## src/rtl/bsc_pkg.sv

```systemverilog
// Shared types, constants and helpers for the barometric compensation block.
// No dependencies; every other file imports this package.
package bsc_pkg;

	// pipelined divider: one quotient bit per stage
	localparam int DivW   = 32;
	localparam int SideW  = 58;
	// queue between front and back
	localparam int QDepth = 4;
	localparam int QIdxW  = 2;

	// configuration register indexes
	localparam logic [1:0] CfgA   = 2'd0;
	localparam logic [1:0] CfgB   = 2'd1;
	localparam logic [1:0] CfgC   = 2'd2;
	localparam logic [1:0] CfgOss = 2'd3;

	// compensation constants
	localparam logic [31:0] Off4000   = 32'd4000;
	localparam logic [31:0] Bias32768 = 32'd32768;
	localparam logic [31:0] Num50000  = 32'd50000;
	localparam logic [31:0] K3038     = 32'd3038;
	localparam logic [31:0] K7357     = 32'd7357;
	localparam logic [31:0] K3791     = 32'd3791;

	// decoded calibration set
	typedef struct packed {
		logic [15:0] ac1;
		logic [15:0] ac2;
		logic [15:0] ac3;
		logic [15:0] ac4;
		logic [15:0] ac5;
		logic [15:0] ac6;
		logic [15:0] b1;
		logic [15:0] b2;
		logic [15:0] mc;
		logic [15:0] md;
		logic [1:0]  oss;
	} cal_t;

	// item handed from front to back
	typedef struct packed {
		logic [31:0] x1;
		logic [31:0] den;
		logic [23:0] up;
	} fitem_t;

	// sideband through the temperature divider
	typedef struct packed {
		logic [31:0] x1;
		logic [23:0] up;
		logic        dz;
		logic        neg;
	} tside_t;

	// sideband through the pressure divider
	typedef struct packed {
		logic [27:0] temp;
		logic        post;
		logic        err;
	} pside_t;

	// arithmetic right shift of a 32-bit pattern
	function automatic logic [31:0] sar32(input logic [31:0] v, input logic [4:0] n);
		return $signed(v) >>> n;
	endfunction

	// sign-extend a 16-bit field
	function automatic logic [31:0] sx16(input logic [15:0] v);
		return {{16{v[15]}}, v};
	endfunction

endpackage

```

## src/rtl/bsc_front.sv

```systemverilog
// Front end: takes raw readings, computes the first temperature term and divisor.
// Depends on bsc_pkg.
module bsc_front (
	input  bsc_pkg::cal_t   cal,
	input  logic [15:0]     raw_temperature,
	input  logic [23:0]     raw_pressure,
	output bsc_pkg::fitem_t item
);
	import bsc_pkg::*;

	logic [31:0] diff;
	logic [31:0] prod;
	logic [3:0]  pshift;

	// x1 = ((ut - ac6) * ac5) >>> 15, den = x1 + md
	always_comb begin
		diff     = {16'd0, raw_temperature} - {16'd0, cal.ac6};
		prod     = diff * {16'd0, cal.ac5};
		item.x1  = sar32(prod, 5'd15);
		item.den = item.x1 + sx16(cal.md);
		pshift   = 4'd8 - {2'd0, cal.oss};
		item.up  = raw_pressure >> pshift;
	end

endmodule

```

## config.mk

```make
export PLATFORM = sky130hd
export DESIGN_NAME = bsc_front
export DESIGN_NICKNAME = d
export VERILOG_FILES = /design/src/rtl/bsc_pkg.sv /design/src/rtl/bsc_front.sv
export SDC_FILE = /design/constraint.sdc
export NUM_CORES = 1
export LEC_CHECK = 0
export BUFFER_PORTS_ARGS = -buffer_cell sky130_fd_sc_hd__clkbuf_2
export CAP_MARGIN = 0
export CORE_UTILIZATION = 45
export DETAILED_ROUTE_END_ITERATION = 12
export PLACE_DENSITY = 0.78
export SKIP_LAST_GASP = 1
export SLEW_MARGIN = 20
export SYNTH_ARGS = -nofsm -noshare
export SYNTH_HDL_FRONTEND = slang
export SYNTH_SLANG_ARGS = --single-unit
```

## constraint.sdc

```tcl
create_clock -name vclk -period 25.5
set_clock_uncertainty 0.2 [all_clocks]
set_input_delay 7.65 -clock vclk [all_inputs]
set_output_delay 7.65 -clock vclk [all_outputs]
set_load 0.01 [all_outputs]
```

# Word level (Yosys, flattened, before mapping)
# Cells that the tools add are included.
[word_totals]
register_bits = 0
in_bits = 202
out_inout_bits = 88
[classes]
add_sub_neg = 3
multipliers = 1
n_shift = 1
[ops]
columns = ["cell", "n"]
rows = [
  ["17-bit by 17-bit multiplier with 32-bit output", 1],
  ["24-bit by 4-bit right shift with 24-bit output", 1],
  ["17-bit by 16-bit adder with 18-bit output", 1],
  ["16-bit by 16-bit subtractor with 17-bit output", 1],
  ["4-bit by 2-bit subtractor with 4-bit output (first input constant)", 1],
]

# Depth between registers and ports, before layout
[logic_depth]
ltp_word = 3
mapped_depth = 40
mapped_depth_nobuf = 39

# Worst setup path after synthesis
# OpenSTA, ideal clock, no wires.
[synth_timing]
kind = "input to output"
start = "input raw_temperature[0]"
end = "output item[42] (netlist bit)"
arrival_time_ps = 17531
t_required_ps = 17650
setup_slack_ps = 119
cell_stages = 35
n_path_buf = 2
path_cell_list = "inv_1 ha_1 fa_1 nor2b_1 o31a_1 o221ai_2 a31oi_2 a21o_1 a21oi_2 xnor2_2 buf_6 and2_1 fa_1 inv_1 fa_1 inv_1 fa_1 fa_1 fa_1 inv_1 fa_1 inv_1 ha_1 a21oi_1 o21ai_0 nor4_2 a21oi_2 a221oi_4 o21ai_2 a41o_1 xnor2_1 ha_1 nand2b_1 o41ai_1 buf_4"
[synth_lines]
columns = ["item", "line_no", "text"]
rows = [
  ["start: declaration", "bsc_front.sv:5", "input logic [15:0] raw_temperature,"],
  ["end: declaration", "bsc_front.sv:7", "output bsc_pkg::fitem_t item"],
]

==> flow_summary.toml <==
[run_status]
violations = "design-rule violations"
status = "complete, but fails checks"

[worst_setup_path]
cp_max_fo = 12
cp-startpoint = "cal[67]"
crit_required_ns = 17.65
arrival_ns = 17.05
crit_path_start_kind = "primary input"
cp_slowest_cell = "fa_1"
crit_type = "primary input to output pin"
max_stage_delay_ns = 0.55
crit_end = "item[45]"
end_kind = "output pin"
crit_top_cell = "fa_1"

[grt]
antenna_found_initial = 0
grt_max_degree = 26
overflow = 0
grt_pass1_wl_um = 47100
grt_use_total_pct = 20.5
grt_pass1_vias = 10248

[die]
core_um2 = 26300
start_util_pct = 46.3
boundaryPins = 290
die-area_um2 = 27700
die_h_um = 166
rows = 59
dieWidth_um = 166

[route]
vias_per_cell = 5.07
postRouteAntennaNets = 0
avgRoutedWirePerCell_um = 14.7
drt_iter0_markers = 505
drc = 4
wl_um = 27500
drt_first_pass_iters = 9
vias = 9514

[final_layout]
nClkBuffers = 0
diodes = 0
drive_gt1_share_pct = 14.9
final_common_cell = "inv_1"
fin_area_um2 = 13200
final_cell_mix = "363 x inv_1, 267 x fa_1, 177 x nand2_1, 170 x clkbuf_2, 115 x ha_1"
fillers = 2391
regArea_um2 = 0
nNetsFinal = 2127
synthToLayoutAreaGrowth_pct = 8.66
seq_cell_count = 0

[placed_design]
place_congestion = 0.922
io_buffer_count = 170
hpwl_um = 24100
place_area_um2 = 13200
preCtsSetupSlack_ns = 0.253

[logic_synthesis]
syn_avg_cell_area_um2 = 8.57
yosys.cell_types.count = 67
synthMuxAreaShare_pct = 2.29
synth_top_family_by_area = "adder cells"
synth-compound-area-share_pct = 7.20
yosysWarnings = 0
ys_seq_area_share_pct = 0
synthXorXnorAreaFrac_pct = 3.87
synth_area_um2 = 12200
synth_cells = 1421
synth-simple-area-share_pct = 16.1
synth_fa_ha_area_share_pct = 55.7

[run]
max-cap-violations = 0

[sta]
relSlewSlack_pct = 37.7
fmax_mhz = 40.2
rsz0062_at_grt = "false"
whs_ns = 15.41
slew_viol_final = 0
timing.setup.tns_ns = 0
hold_viol_final = 0
final-setup-viol-count = 0
period_needed_ns = 24.90
tightest_slew_ns = 0.934
fin_crit_sh_pct = 97.6
layout_setup_ws_ns = 0.604

[worst_hold_path]
hold_class = "primary input to output pin"
synthesized netlist by cell type (3+ instances only):
cell type,n,area share [%]
nor2_1,33,1.0
nand2b_1,11,0.57
a21o_1,11,0.68
and2_1,104,5.3
nor3b_1,4,0.25
nor2b_1,27,1.4
ha_1,115,12
o211ai_1,3,0.18
o21a_1,9,0.55
buf_4,33,2.0
o21bai_1,4,0.25
clkbuf_1,31,0.96
o21ai_0,19,0.78
mux2_2,7,0.65
and3_1,4,0.21
buf_2,6,0.25
nand3_1,6,0.25
fa_1,267,44
inv_1,363,11
a21oi_1,38,1.6
buf_1,5,0.15
nand4_1,4,0.21
nand2_1,177,5.5
xor2_1,12,0.86
mux2i_1,20,1.6
nor3_1,16,0.66
a211oi_1,3,0.18
xnor2_1,40,2.9
worst min-delay path by stage:
stage,from,end,cells past startpoint
finish,cal[2],item[24],3
global route,cal[2],item[24],3
CTS,cal[2],item[24],3
detailed placement,cal[2],item[24],3
global placement,cal[2],item[24],3
floorplan,raw_pressure[23],item[19],2
stage by stage:
| stage | cells | util (%) |
|---|---|---|
| floorplan | 1424 | - |
| global placement | 1874 | 50.2 |
| detailed placement | 1874 | 50.2 |
| CTS | 1874 | 50.2 |
| global route | 1876 | 50.3 |
| finish | 1876 | 50.3 |
per-layer routing:
metal / GRT usage (%) / routed length [um] / up-vias
met4: 4.59 / 592 / 0
met1: 26.3 / 11400 / 4710
li1: - / - / 4442
met2: 38.2 / 14200 / 305
met5: 0 / 0 / -
met3: 0.689 / 1290 / 57
kinds of logic (layout without fill, tap and decap cells):
kind of cell	after synthesis	count (layout)
AND/OR/NAND/NOR	397	397
XOR/XNOR	53	53
other	1	4
adder cells (fa/ha/maj)	382	382
multiplexers	27	27
AO/OA/AOI/OAI	120	120
buffers and inverters	441	558
cell type report:
class / instances / area (um2) / share of cell area (%)
Timing Repair Buffer: 194 / 1030 / 7.79
Inverter: 364 / 1370 / 10.3
Tap cell: 335 / 419 / 3.17
Multi-Input combinational cell: 983 / 10400 / 78.7
critical path, delay by kind of cell:
family	cells	cell delay [ns]
XOR/XNOR	1	0.16
buffers and inverters	8	0.74
AND/OR/NAND/NOR	6	1.12
adder cells (fa/ha/maj)	9	3.90
AO/OA/AOI/OAI	15	3.45
timing repair:
item / in CTS / in global routing
setup endpoints to repair: 0 / 15
setup buffers: 0 / 2
hold buffers: 0 / 0
resized for setup: 0 / 3
Power is not shown: default switching activity piles up to over one toggle a cycle in this logic, so the estimate is an artifact.
