`config.mk`:
```
export PLATFORM = sky130hd
export DESIGN_NAME = bsc_fifo
export DESIGN_NICKNAME = d
export VERILOG_FILES = /design/src/rtl/bsc_pkg.sv /design/src/rtl/bsc_fifo.sv
export SDC_FILE = /design/constraint.sdc
export NUM_CORES = 1
export LEC_CHECK = 0
export CAP_MARGIN = 15
export CORE_MARGIN = 2
export CORE_UTILIZATION = 57
export CTS_CLUSTER_SIZE = 10
export DETAILED_ROUTE_END_ITERATION = 8
export DONT_BUFFER_PORTS = 1
export PLACE_DENSITY = 0.72
export RECOVER_POWER = 100
export SYNTH_ARGS = -nofsm -noshare
export SYNTH_HDL_FRONTEND = slang
export SYNTH_SLANG_ARGS = --single-unit
```
`constraint.sdc`:
```
create_clock -name clk -period 3.1 [get_ports clk]
set_input_delay 0.465 -clock clk [delete_from_list [all_inputs] [get_ports clk]]
set_output_delay 0.465 -clock clk [all_outputs]
set_load 0.1 [all_outputs]
```
`src/rtl/bsc_pkg.sv`:
```
// Shared types, constants and helpers for the barometric compensation block.
// No dependencies; every other file imports this package.
package bsc_pkg;

	// pipelined divider: one quotient bit per stage
	localparam int DivW   = 32;
	localparam int SideW  = 58;
	// queue between front and back
	localparam int QDepth = 4;
	localparam int QIdxW  = 2;

	// configuration register indexes
	localparam logic [1:0] CfgA   = 2'd0;
	localparam logic [1:0] CfgB   = 2'd1;
	localparam logic [1:0] CfgC   = 2'd2;
	localparam logic [1:0] CfgOss = 2'd3;

	// compensation constants
	localparam logic [31:0] Off4000   = 32'd4000;
	localparam logic [31:0] Bias32768 = 32'd32768;
	localparam logic [31:0] Num50000  = 32'd50000;
	localparam logic [31:0] K3038     = 32'd3038;
	localparam logic [31:0] K7357     = 32'd7357;
	localparam logic [31:0] K3791     = 32'd3791;

	// decoded calibration set
	typedef struct packed {
		logic [15:0] ac1;
		logic [15:0] ac2;
		logic [15:0] ac3;
		logic [15:0] ac4;
		logic [15:0] ac5;
		logic [15:0] ac6;
		logic [15:0] b1;
		logic [15:0] b2;
		logic [15:0] mc;
		logic [15:0] md;
		logic [1:0]  oss;
	} cal_t;

	// item handed from front to back
	typedef struct packed {
		logic [31:0] x1;
		logic [31:0] den;
		logic [23:0] up;
	} fitem_t;

	// sideband through the temperature divider
	typedef struct packed {
		logic [31:0] x1;
		logic [23:0] up;
		logic        dz;
		logic        neg;
	} tside_t;

	// sideband through the pressure divider
	typedef struct packed {
		logic [27:0] temp;
		logic        post;
		logic        err;
	} pside_t;

	// arithmetic right shift of a 32-bit pattern
	function automatic logic [31:0] sar32(input logic [31:0] v, input logic [4:0] n);
		return $signed(v) >>> n;
	endfunction

	// sign-extend a 16-bit field
	function automatic logic [31:0] sx16(input logic [15:0] v);
		return {{16{v[15]}}, v};
	endfunction

endpackage

```
`src/rtl/bsc_fifo.sv`:
```
// Short queue of front items between front and back.
// Depends on bsc_pkg.
module bsc_fifo (
	input  logic            clk,
	input  logic            arst_n,
	input  logic            wr_en,
	input  bsc_pkg::fitem_t wr_item,
	output logic            full,
	input  logic            rd_en,
	output logic            rd_valid,
	output bsc_pkg::fitem_t rd_item
);
	import bsc_pkg::*;

	fitem_t           mem_q [QDepth];
	logic [QIdxW-1:0] wr_ptr_q;
	logic [QIdxW-1:0] rd_ptr_q;
	logic [QIdxW:0]   cnt_q;
	logic             do_wr;
	logic             do_rd;

	assign full     = (cnt_q == (QIdxW+1)'(QDepth));
	assign rd_valid = (cnt_q != '0);
	assign rd_item  = mem_q[rd_ptr_q];
	assign do_wr    = wr_en && !full;
	assign do_rd    = rd_en && rd_valid;

	// pointers and fill count
	always_ff @(posedge clk or negedge arst_n) begin
		if (!arst_n) begin
			wr_ptr_q <= '0;
			rd_ptr_q <= '0;
			cnt_q    <= '0;
		end else begin
			if (do_wr)
				wr_ptr_q <= wr_ptr_q + 1'b1;
			if (do_rd)
				rd_ptr_q <= rd_ptr_q + 1'b1;
			if (do_wr && !do_rd)
				cnt_q <= cnt_q + 1'b1;
			else if (do_rd && !do_wr)
				cnt_q <= cnt_q - 1'b1;
		end
	end

	// storage
	always_ff @(posedge clk) begin
		if (do_wr)
			mem_q[wr_ptr_q] <= wr_item;
	end

endmodule

```
# After elaboration in Yosys (flattened, before gate mapping)
# Memory sizes are Yosys's and may differ from the RTL's.
# Index checks and enable logic that the tools add are counted.
# totals
regBits	7
n_memories	1
word_cells	22
out_inout_bits	90
inputBits	92
ram_bits	352
# op_classes
n_mux	4
reduce_logical	9
n_eq_ne	1
addsub	4
# memory_table
memory	words	width	read_ports	rd_ports_with_merged_regs	write_ports	line	source
mem_q	4	88	1	0	1	bsc_fifo.sv:15	fitem_t mem_q [QDepth];
# ops
cell	count
3-bit 2-to-1 mux	2
2-bit by 1-bit adder with 2-bit output (second input constant)	2
1-bit logical AND	4
3-bit by 1-bit adder with 3-bit output (second input constant)	1
3-bit equality test (second input constant)	1
1-bit logical NOT	3
3-bit nonzero test	1
3-bit by 1-bit subtractor with 3-bit output (second input constant)	1
1-bit 2-to-1 mux	2
2-bit nonzero test	1

# Longest topological paths before layout
# Gate-level depths: netlist (run 1).
# logic_depth
depth_word	7
depth_mapped	9
mapped_depth_nobuf	8

# Worst setup path before layout (run 1)
# OpenSTA, ideal clock, no wires.
# synth_path
kind	flip-flop to flip-flop
startpoint	register cnt_q[0]
endpoint	memory mem_q[0][0] (netlist bit), enable pin
setup_ns	0.649
synth_period_minus_slack_ns	3.752
n_path_buf	1
stages_incl_launch_ff	5
slack_ns	-0.652
t_arrival_ns	3.102
required_ns	2.451
cell_sequence	dfrtp_1 nor3b_2 nor2b_1 buf_6 and2_1
# synth_between
elab_chain_len	5
# synth_lines
item	line	source
from (decl)	bsc_fifo.sv:18	logic [QIdxW:0] cnt_q;
from (signal assigned)	bsc_fifo.sv:40	cnt_q <= cnt_q + 1'b1;
from (signal assigned)	bsc_fifo.sv:42	cnt_q <= cnt_q - 1'b1;
3-bit equality test	bsc_fifo.sv:22	assign full = (cnt_q == (QIdxW+1)'(QDepth));
via full	bsc_fifo.sv:8	output logic full,
1-bit logical NOT	bsc_fifo.sv:25	assign do_wr = wr_en && !full;
1-bit logical AND	bsc_fifo.sv:25	
via do_wr	bsc_fifo.sv:19	logic do_wr;
1-bit 2-to-1 mux	bsc_fifo.sv:48	if (do_wr)
1-bit 2-to-1 mux (implied by the code)	bsc_fifo.sv:49	mem_q[wr_ptr_q] <= wr_item;
to (decl)	bsc_fifo.sv:15	
# The timed path passes the listed nets, and every way through them passes these cells.

# Worst setup path after layout (run 1)
# layout_path
startpoint	register cnt_q[0]
endpoint	register cnt_q[1]
# layout_between
elab_chain_len	6
word_cells_on_any_way	14
cone_classes	add/sub (2); eq/ne (1); mux (2); reduce/logical (9)
# layout_lines
item
parallel branches: the longest is 6 deep, another holds 3-bit by 1-bit subtractor with 3-bit output
# Several ways; the timed one is not identified. The select of a mux whose other input is x is not followed.
# A chain may end at the register's enable or synchronous reset.

==> flow_summary.json, run 1 <==
{
  "synth_edf_count": 352,
  "synth_top_area_share_pct": 80.0,
  "endpoint_kind": "register",
  "start_util_pct": 58.2,
  "wl_per_cell_um": 26.3,
  "synth-main-ff-cell": "edfxtp_1",
  "clock_latency_ps": 510,
  "grt_usage_pct": 18.1,
  "layout.cells.non_filler": 831,
  "synth_top_area_cell": "edfxtp_1",
  "place_area_um2": 13600,
  "use_met2_pct": 28.9,
  "yosysMostFrequentCell": "edfxtp_1",
  "firstDrtPassIters": 4,
  "routabilityCongestion": 0.711,
  "cts_buffer_depth": 3,
  "drv_cap": 0,
  "use_met1_pct": 22.1,
  "synth_area_per_cell_um2": 26.7,
  "final-hold-violation-count": 0,
  "clock_skew_ps": 16.8,
  "vias": 5204,
  "synth.cell_area_um2": 13200,
  "ys_ff_latch": 359,
  "globalRouteMet3Util_pct": 8.72,
  "io_pins": 182,
  "setup-violations-final": 0,
  "root_buffer": "clkbuf_16",
  "die_y_um": 156,
  "gr-total-overflow": 0,
  "fin_tns_setup_ps": 0,
  "htree_levels": 2,
  "areaGrowthSynthToFinish_pct": 10.5,
  "critPathKind": "reg2reg",
  "crit_start": "cnt_q[0]$_DFFE_PN0P_",
  "synthesis.nets": 593,
  "grt_first_pass_wirelength_um": 32900,
  "status": "complete, no violations",
  "final_area_um2": 14600,
  "diodes": 0,
  "ant_nets": 0,
  "fmax_mhz": 346,
  "hpwl_um": 13300,
  "drive_above_1_share_pct": 28.2,
  "drtIter0Drc": 284,
  "grt_antenna_before_repair": 0,
  "die_x_um": 156,
  "arrival_ps": 3280,
  "die_area_um2": 24400,
  "synth_common_cells": "edfxtp_1 (352), mux4_2 (88), buf_12 (9), buf_2 (9), dfrtp_1 (7)",
  "startpoint_type": "register",
  "required_ps": 3490,
  "cts_tree": "built",
  "ys_seq_area_share_pct": 81.3,
  "maxSlewViolCount": 0,
  "nNetsFinal": 634,
  "viasPerCell": 6.26,
  "fin_crit_sh_pct": 93.1,
  "grt_max_degree": 70,
  "postCtsSetupRepairBufs": 0,
  "io_buffers": 0,
  "core_area_um2": 22700,
  "yosys.cell_types.count": 20,
  "ys_async_sr_fraction_pct": 1.95,
  "rr_startpoint": "cnt_q[0]$_DFFE_PN0P_",
  "netlist_top_cells_area": "edfxtp_1 (80%), mux4_2 (15%), buf_12 (1.4%)",
  "clock-sinks": 359,
  "holdCritStartpoint": "wr_item[68]",
  "nFillCells": 1469,
  "period_minus_slack_ps": 2890,
  "drc": 0,
  "min_path_type": "in2reg",
  "grt_pass1_vias": 5656,
  "whs_ps": 46.6,
  "cts_buffers": 42,
  "dp.cells": 776,
  "clkTransAtPathRegs_ps": 50,
  "top_usage_layer": "met2",
  "drt-total-wl_um": 21800,
  "fp-row-count": 55,
  "synth_cells": 495,
  "crit_fanout": 4,
  "slew_headroom_pct": 17.2,
  "yosys_warnings": 0,
  "tightest_slew_ps": 1240,
  "rsz0062_at_grt": "no"
}
[cells by family (layout without fill, tap and decap cells)]
family / count (synthesis) / in the layout / synth area share (%)
DFF: 359 / 359 / 81.3
muxes: 90 / 90 / 15.2
buffers and inverters: 24 / 75 / 2.02
and+or+nand+nor: 10 / 10 / 0.473
adders and majority gates: 6 / 6 / 0.625
xor gates and xnor gates: 6 / 6 / 0.398
[layout by cell type, fill, tap and decap left out]
| cell | n |
|---|---|
| dfrtp_4 | 2 |
| fa_1 | 1 |
| clkbuf_2 | 4 |
| nand3_1 | 1 |
| and2_2 | 3 |
| buf_4 | 1 |
| dfrtp_1 | 5 |
| ha_1 | 5 |
| clkbuf_1 | 11 |
| clkbuf_16 | 43 |
| inv_1 | 3 |
| xnor2_1 | 4 |
| nor3b_1 | 1 |
| and2_1 | 1 |
| nand2_1 | 1 |
| xor2_1 | 2 |
| mux2_2 | 2 |
| or3_1 | 1 |
| edfxtp_1 | 352 |
| nor2_1 | 1 |
| dlygate4sd3_1 | 1 |
| clkinv_1 | 1 |
| nor2b_1 | 1 |
| buf_12 | 3 |
| inv_6 | 2 |
| buf_6 | 1 |
| clkbuf_4 | 5 |
| mux4_2 | 88 |
[layer usage]
| metal | vias to the layer above | share of wire [%] |
|---|---|---|
| li1 | 2203 | - |
| met5 | - | 0 |
| met1 | 2747 | 37 |
| met2 | 215 | 49 |
| met3 | 39 | 11 |
| met4 | 0 | 2.4 |
[critical path, cell delays in order (launching register included)]
cell,delay (ps)
dfrtp_1,420
or3_1,140
clkbuf_1,910
nand2_1,220
ha_1,290
inv_1,90
fa_1,410
mux2_2,280
[layout make-up]
| class | count | area [µm²] | share of cell area [%] |
|---|---|---|---|
| flip-flops and latches | 359 | 10800 | 73.6 |
| repair buffers | 18 | 158 | 1.08 |
| clock inverters | 3 | 21.3 | 0.146 |
| well taps | 285 | 357 | 2.44 |
| inverters | 3 | 11.3 | 0.0771 |
| clock buffers | 51 | 1110 | 7.57 |
| multi-input cells | 112 | 2200 | 15.1 |
[what timing repair did]
action,4_1_cts,5_1_grt
hold endpoints to repair,7,0
setup endpoints to repair,0,0
gates resized for setup,0,0
hold buffers,1,0
[per-stage QoR]
stage | setup WS, ps | util, %
finish | 214 | 64.3
global route | 92.9 | 64.3
CTS | 236 | 64.7
detailed placement | 702 | 59.7
global placement | 772 | 59.7
floorplan | 372 | -
[path summary, 6_finish.rpt]
kind	to	slack, ps	depth (start not counted)
worst max-delay path	cnt_q[1]$_DFFE_PN0P_	210	7
worst min-delay path	mem_q[1][68]$_DFFE_PP_	50	0
worst max register to register	cnt_q[1]$_DFFE_PN0P_	210	7
worst min register to register	cnt_q[2]$_DFFE_PN0P_	510	1
max in group asynchronous	rd_ptr_q[1]$_DFFE_PN0P_	2540	1
min in group asynchronous	cnt_q[0]$_DFFE_PN0P_	280	1
[registers in the layout, summed over array words and instances, names as in the netlist]
| signal | flops |
|---|---|
| cnt_q | 3 |
| mem_q | 352 |
| rd_ptr_q | 2 |
| wr_ptr_q | 2 |
Power of run 1 is left out: the tool's default activity adds up to more than one toggle a clock period on the data nets, which glitch-free logic cannot reach.
==> run 2, diff against run 1 <==
--- a/config.mk
+++ b/config.mk
@@ -7,11 +7,11 @@
 export LEC_CHECK = 0
 export CAP_MARGIN = 15
 export CORE_MARGIN = 2
-export CORE_UTILIZATION = 57
+export CORE_UTILIZATION = 60
 export CTS_CLUSTER_SIZE = 10
 export DETAILED_ROUTE_END_ITERATION = 8
 export DONT_BUFFER_PORTS = 1
-export PLACE_DENSITY = 0.72
+export PLACE_DENSITY = 0.73
 export RECOVER_POWER = 100
 export SYNTH_ARGS = -nofsm -noshare
 export SYNTH_HDL_FRONTEND = slang
==> constraint.sdc (replaced) <==
create_clock -name clk -period 2.9 [get_ports clk]
set_input_delay 0.435 -clock clk [delete_from_list [all_inputs] [get_ports clk]]
set_output_delay 0.435 -clock clk [all_outputs]
set_load 0.1 [all_outputs]
==> run 2 against run 1 <==
  * Die area is 4.9% lower
  * Sequential share of layout area fell by 4.3 points
  * Utilization grew 7.2 points
  * Final area rose by 6.3%
  * Wire length up 7.3%
  * Final cell count is 11% higher
  * Largest cell class unchanged
==> flow_summary.json, run 2 (synthesis gave the netlist of run 1 again) <==
{
  "largest_reg_flops": 352,
  "drv_cap": 0,
  "crit_fanout": 68,
  "cts_buffer_depth": 3,
  "endpoint_kind": "output port",
  "final-hold-violation-count": 0,
  "htree_levels": 2,
  "vias": 5593,
  "path_cells": "buf_12, mux4_2",
  "critPathSlowestCell": "mux4_2",
  "drt-total-wl_um": 23400,
  "fp-row-count": 54,
  "slew_headroom_pct": 17.0,
  "root_buffer": "clkbuf_16",
  "grt_max_degree": 69,
  "reg_top3": "mem_q x352, cnt_q x3",
  "io_buffers": 0,
  "viasPerCell": 6.08,
  "die_y_um": 152,
  "firstDrtPassIters": 6,
  "cts_tree": "built",
  "drc": 0,
  "fmax_mhz": 361,
  "grt_first_pass_wirelength_um": 35400,
  "gr-total-overflow": 0,
  "wl_per_cell_um": 25.5,
  "io_pins": 182,
  "slowest_delay_ps": 870,
  "clock_latency_ps": 510,
  "cts_buffers": 42,
  "die_area_um2": 23200,
  "min_path_type": "in2reg",
  "clkTransAtPathRegs_ps": 50,
  "critPathKind": "reg2out",
  "fin_tns_setup_ps": 0,
  "status": "complete, no violations",
  "final_common_cell": "edfxtp_1",
  "fin_crit_sh_pct": 95.5,
  "routabilityCongestion": 0.685,
  "nNetsFinal": 725,
  "start_util_pct": 60.9,
  "regMostFlops": "mem_q",
  "drtIter0Drc": 367,
  "startpoint_type": "register",
  "hpwl_um": 13500,
  "setup-violations-final": 0,
  "final_cell_mix": "edfxtp_1 (352), mux4_2 (88), dlygate4sd3_1 (83), clkbuf_16 (45), clkbuf_1 (14)",
  "areaGrowthSynthToFinish_pct": 17.5,
  "grt_pass1_vias": 5911,
  "required_ps": 2470,
  "postCtsSetupRepairBufs": 0,
  "period_minus_slack_ps": 2770,
  "grt_antenna_before_repair": 1,
  "tightest_slew_ps": 1240,
  "maxSlewViolCount": 0,
  "clock-sinks": 359,
  "arrival_ps": 2340,
  "clock_skew_ps": 9.17,
  "ant_nets": 0,
  "drive_above_1_share_pct": 25.5,
  "grt_usage_pct": 20.2,
  "final_util_pct": 71.6,
  "core_area_um2": 21700,
  "rsz0062_at_grt": "no",
  "die_x_um": 152
}
==> run 2: final cells by class <==
cell class / instances / area [µm²]
well taps: 280 / 350
diodes: 1 / 2.50
fillers: 1210 / 6170
flip-flops and latches: 359 / 10800
repair buffers: 109 / 1030
multi-input cells: 112 / 2200
clock buffers: 54 / 1160
clock inverters: 2 / 12.5
inverters: 3 / 11.3
==> run 2: per-layer routing <==
layer  up-vias  GRT usage (%)  wire [µm]
li1       2384              -          -
met1      2961           25.8       9100
met2       218           34.3      12400
met3        30           6.46       1600
met4         0           4.81        301
met5         -              0          0
==> run 2: critical path: cells and delay by family (launching register included) <==
kind / cells / cell delay, ps
buf+inv: 1 / 390
flops: 1 / 420
mux: 1 / 870
==> run 2: path summary, 6_finish.rpt <==
| kind | to | startpoint | depth (start not counted) | slack (ps) |
|---|---|---|---|---|
| worst max-delay path | rd_item[9] | rd_ptr_q[0]$_DFFE_PN0P_ | 2 | 130 |
| worst min-delay path | mem_q[0][62]$_DFFE_PP_ | wr_item[62] | 0 | 20 |
| worst max register to register | mem_q[3][52]$_DFFE_PP_ | cnt_q[2]$_DFFE_PN0P_ | 4 | 250 |
| worst min register to register | cnt_q[2]$_DFFE_PN0P_ | cnt_q[2]$_DFFE_PN0P_ | 1 | 490 |
| max in group asynchronous | rd_ptr_q[1]$_DFFE_PN0P_ | arst_n | 1 | 2350 |
| min in group asynchronous | rd_ptr_q[0]$_DFFE_PN0P_ | arst_n | 1 | 270 |
==> run 2: per-stage QoR <==
stage	hold WS, ps	setup WS [ps]	instances	cell area, µm²
after floorplan	139	172	495	13200
after global placement	140	667	780	13600
after detailed placement	140	621	780	13600
after CTS	1.03	111	883	15300
after global routing	-1.91	48.1	919	15500
final	24.0	130	920	15500
==> run 2: what timing repair did <==
item                      4_1_cts  5_1_grt
hold buffers                   47       36
resized for setup               0        0
hold endpoints to repair      187      114
Power of run 2 is left out for the same reason.
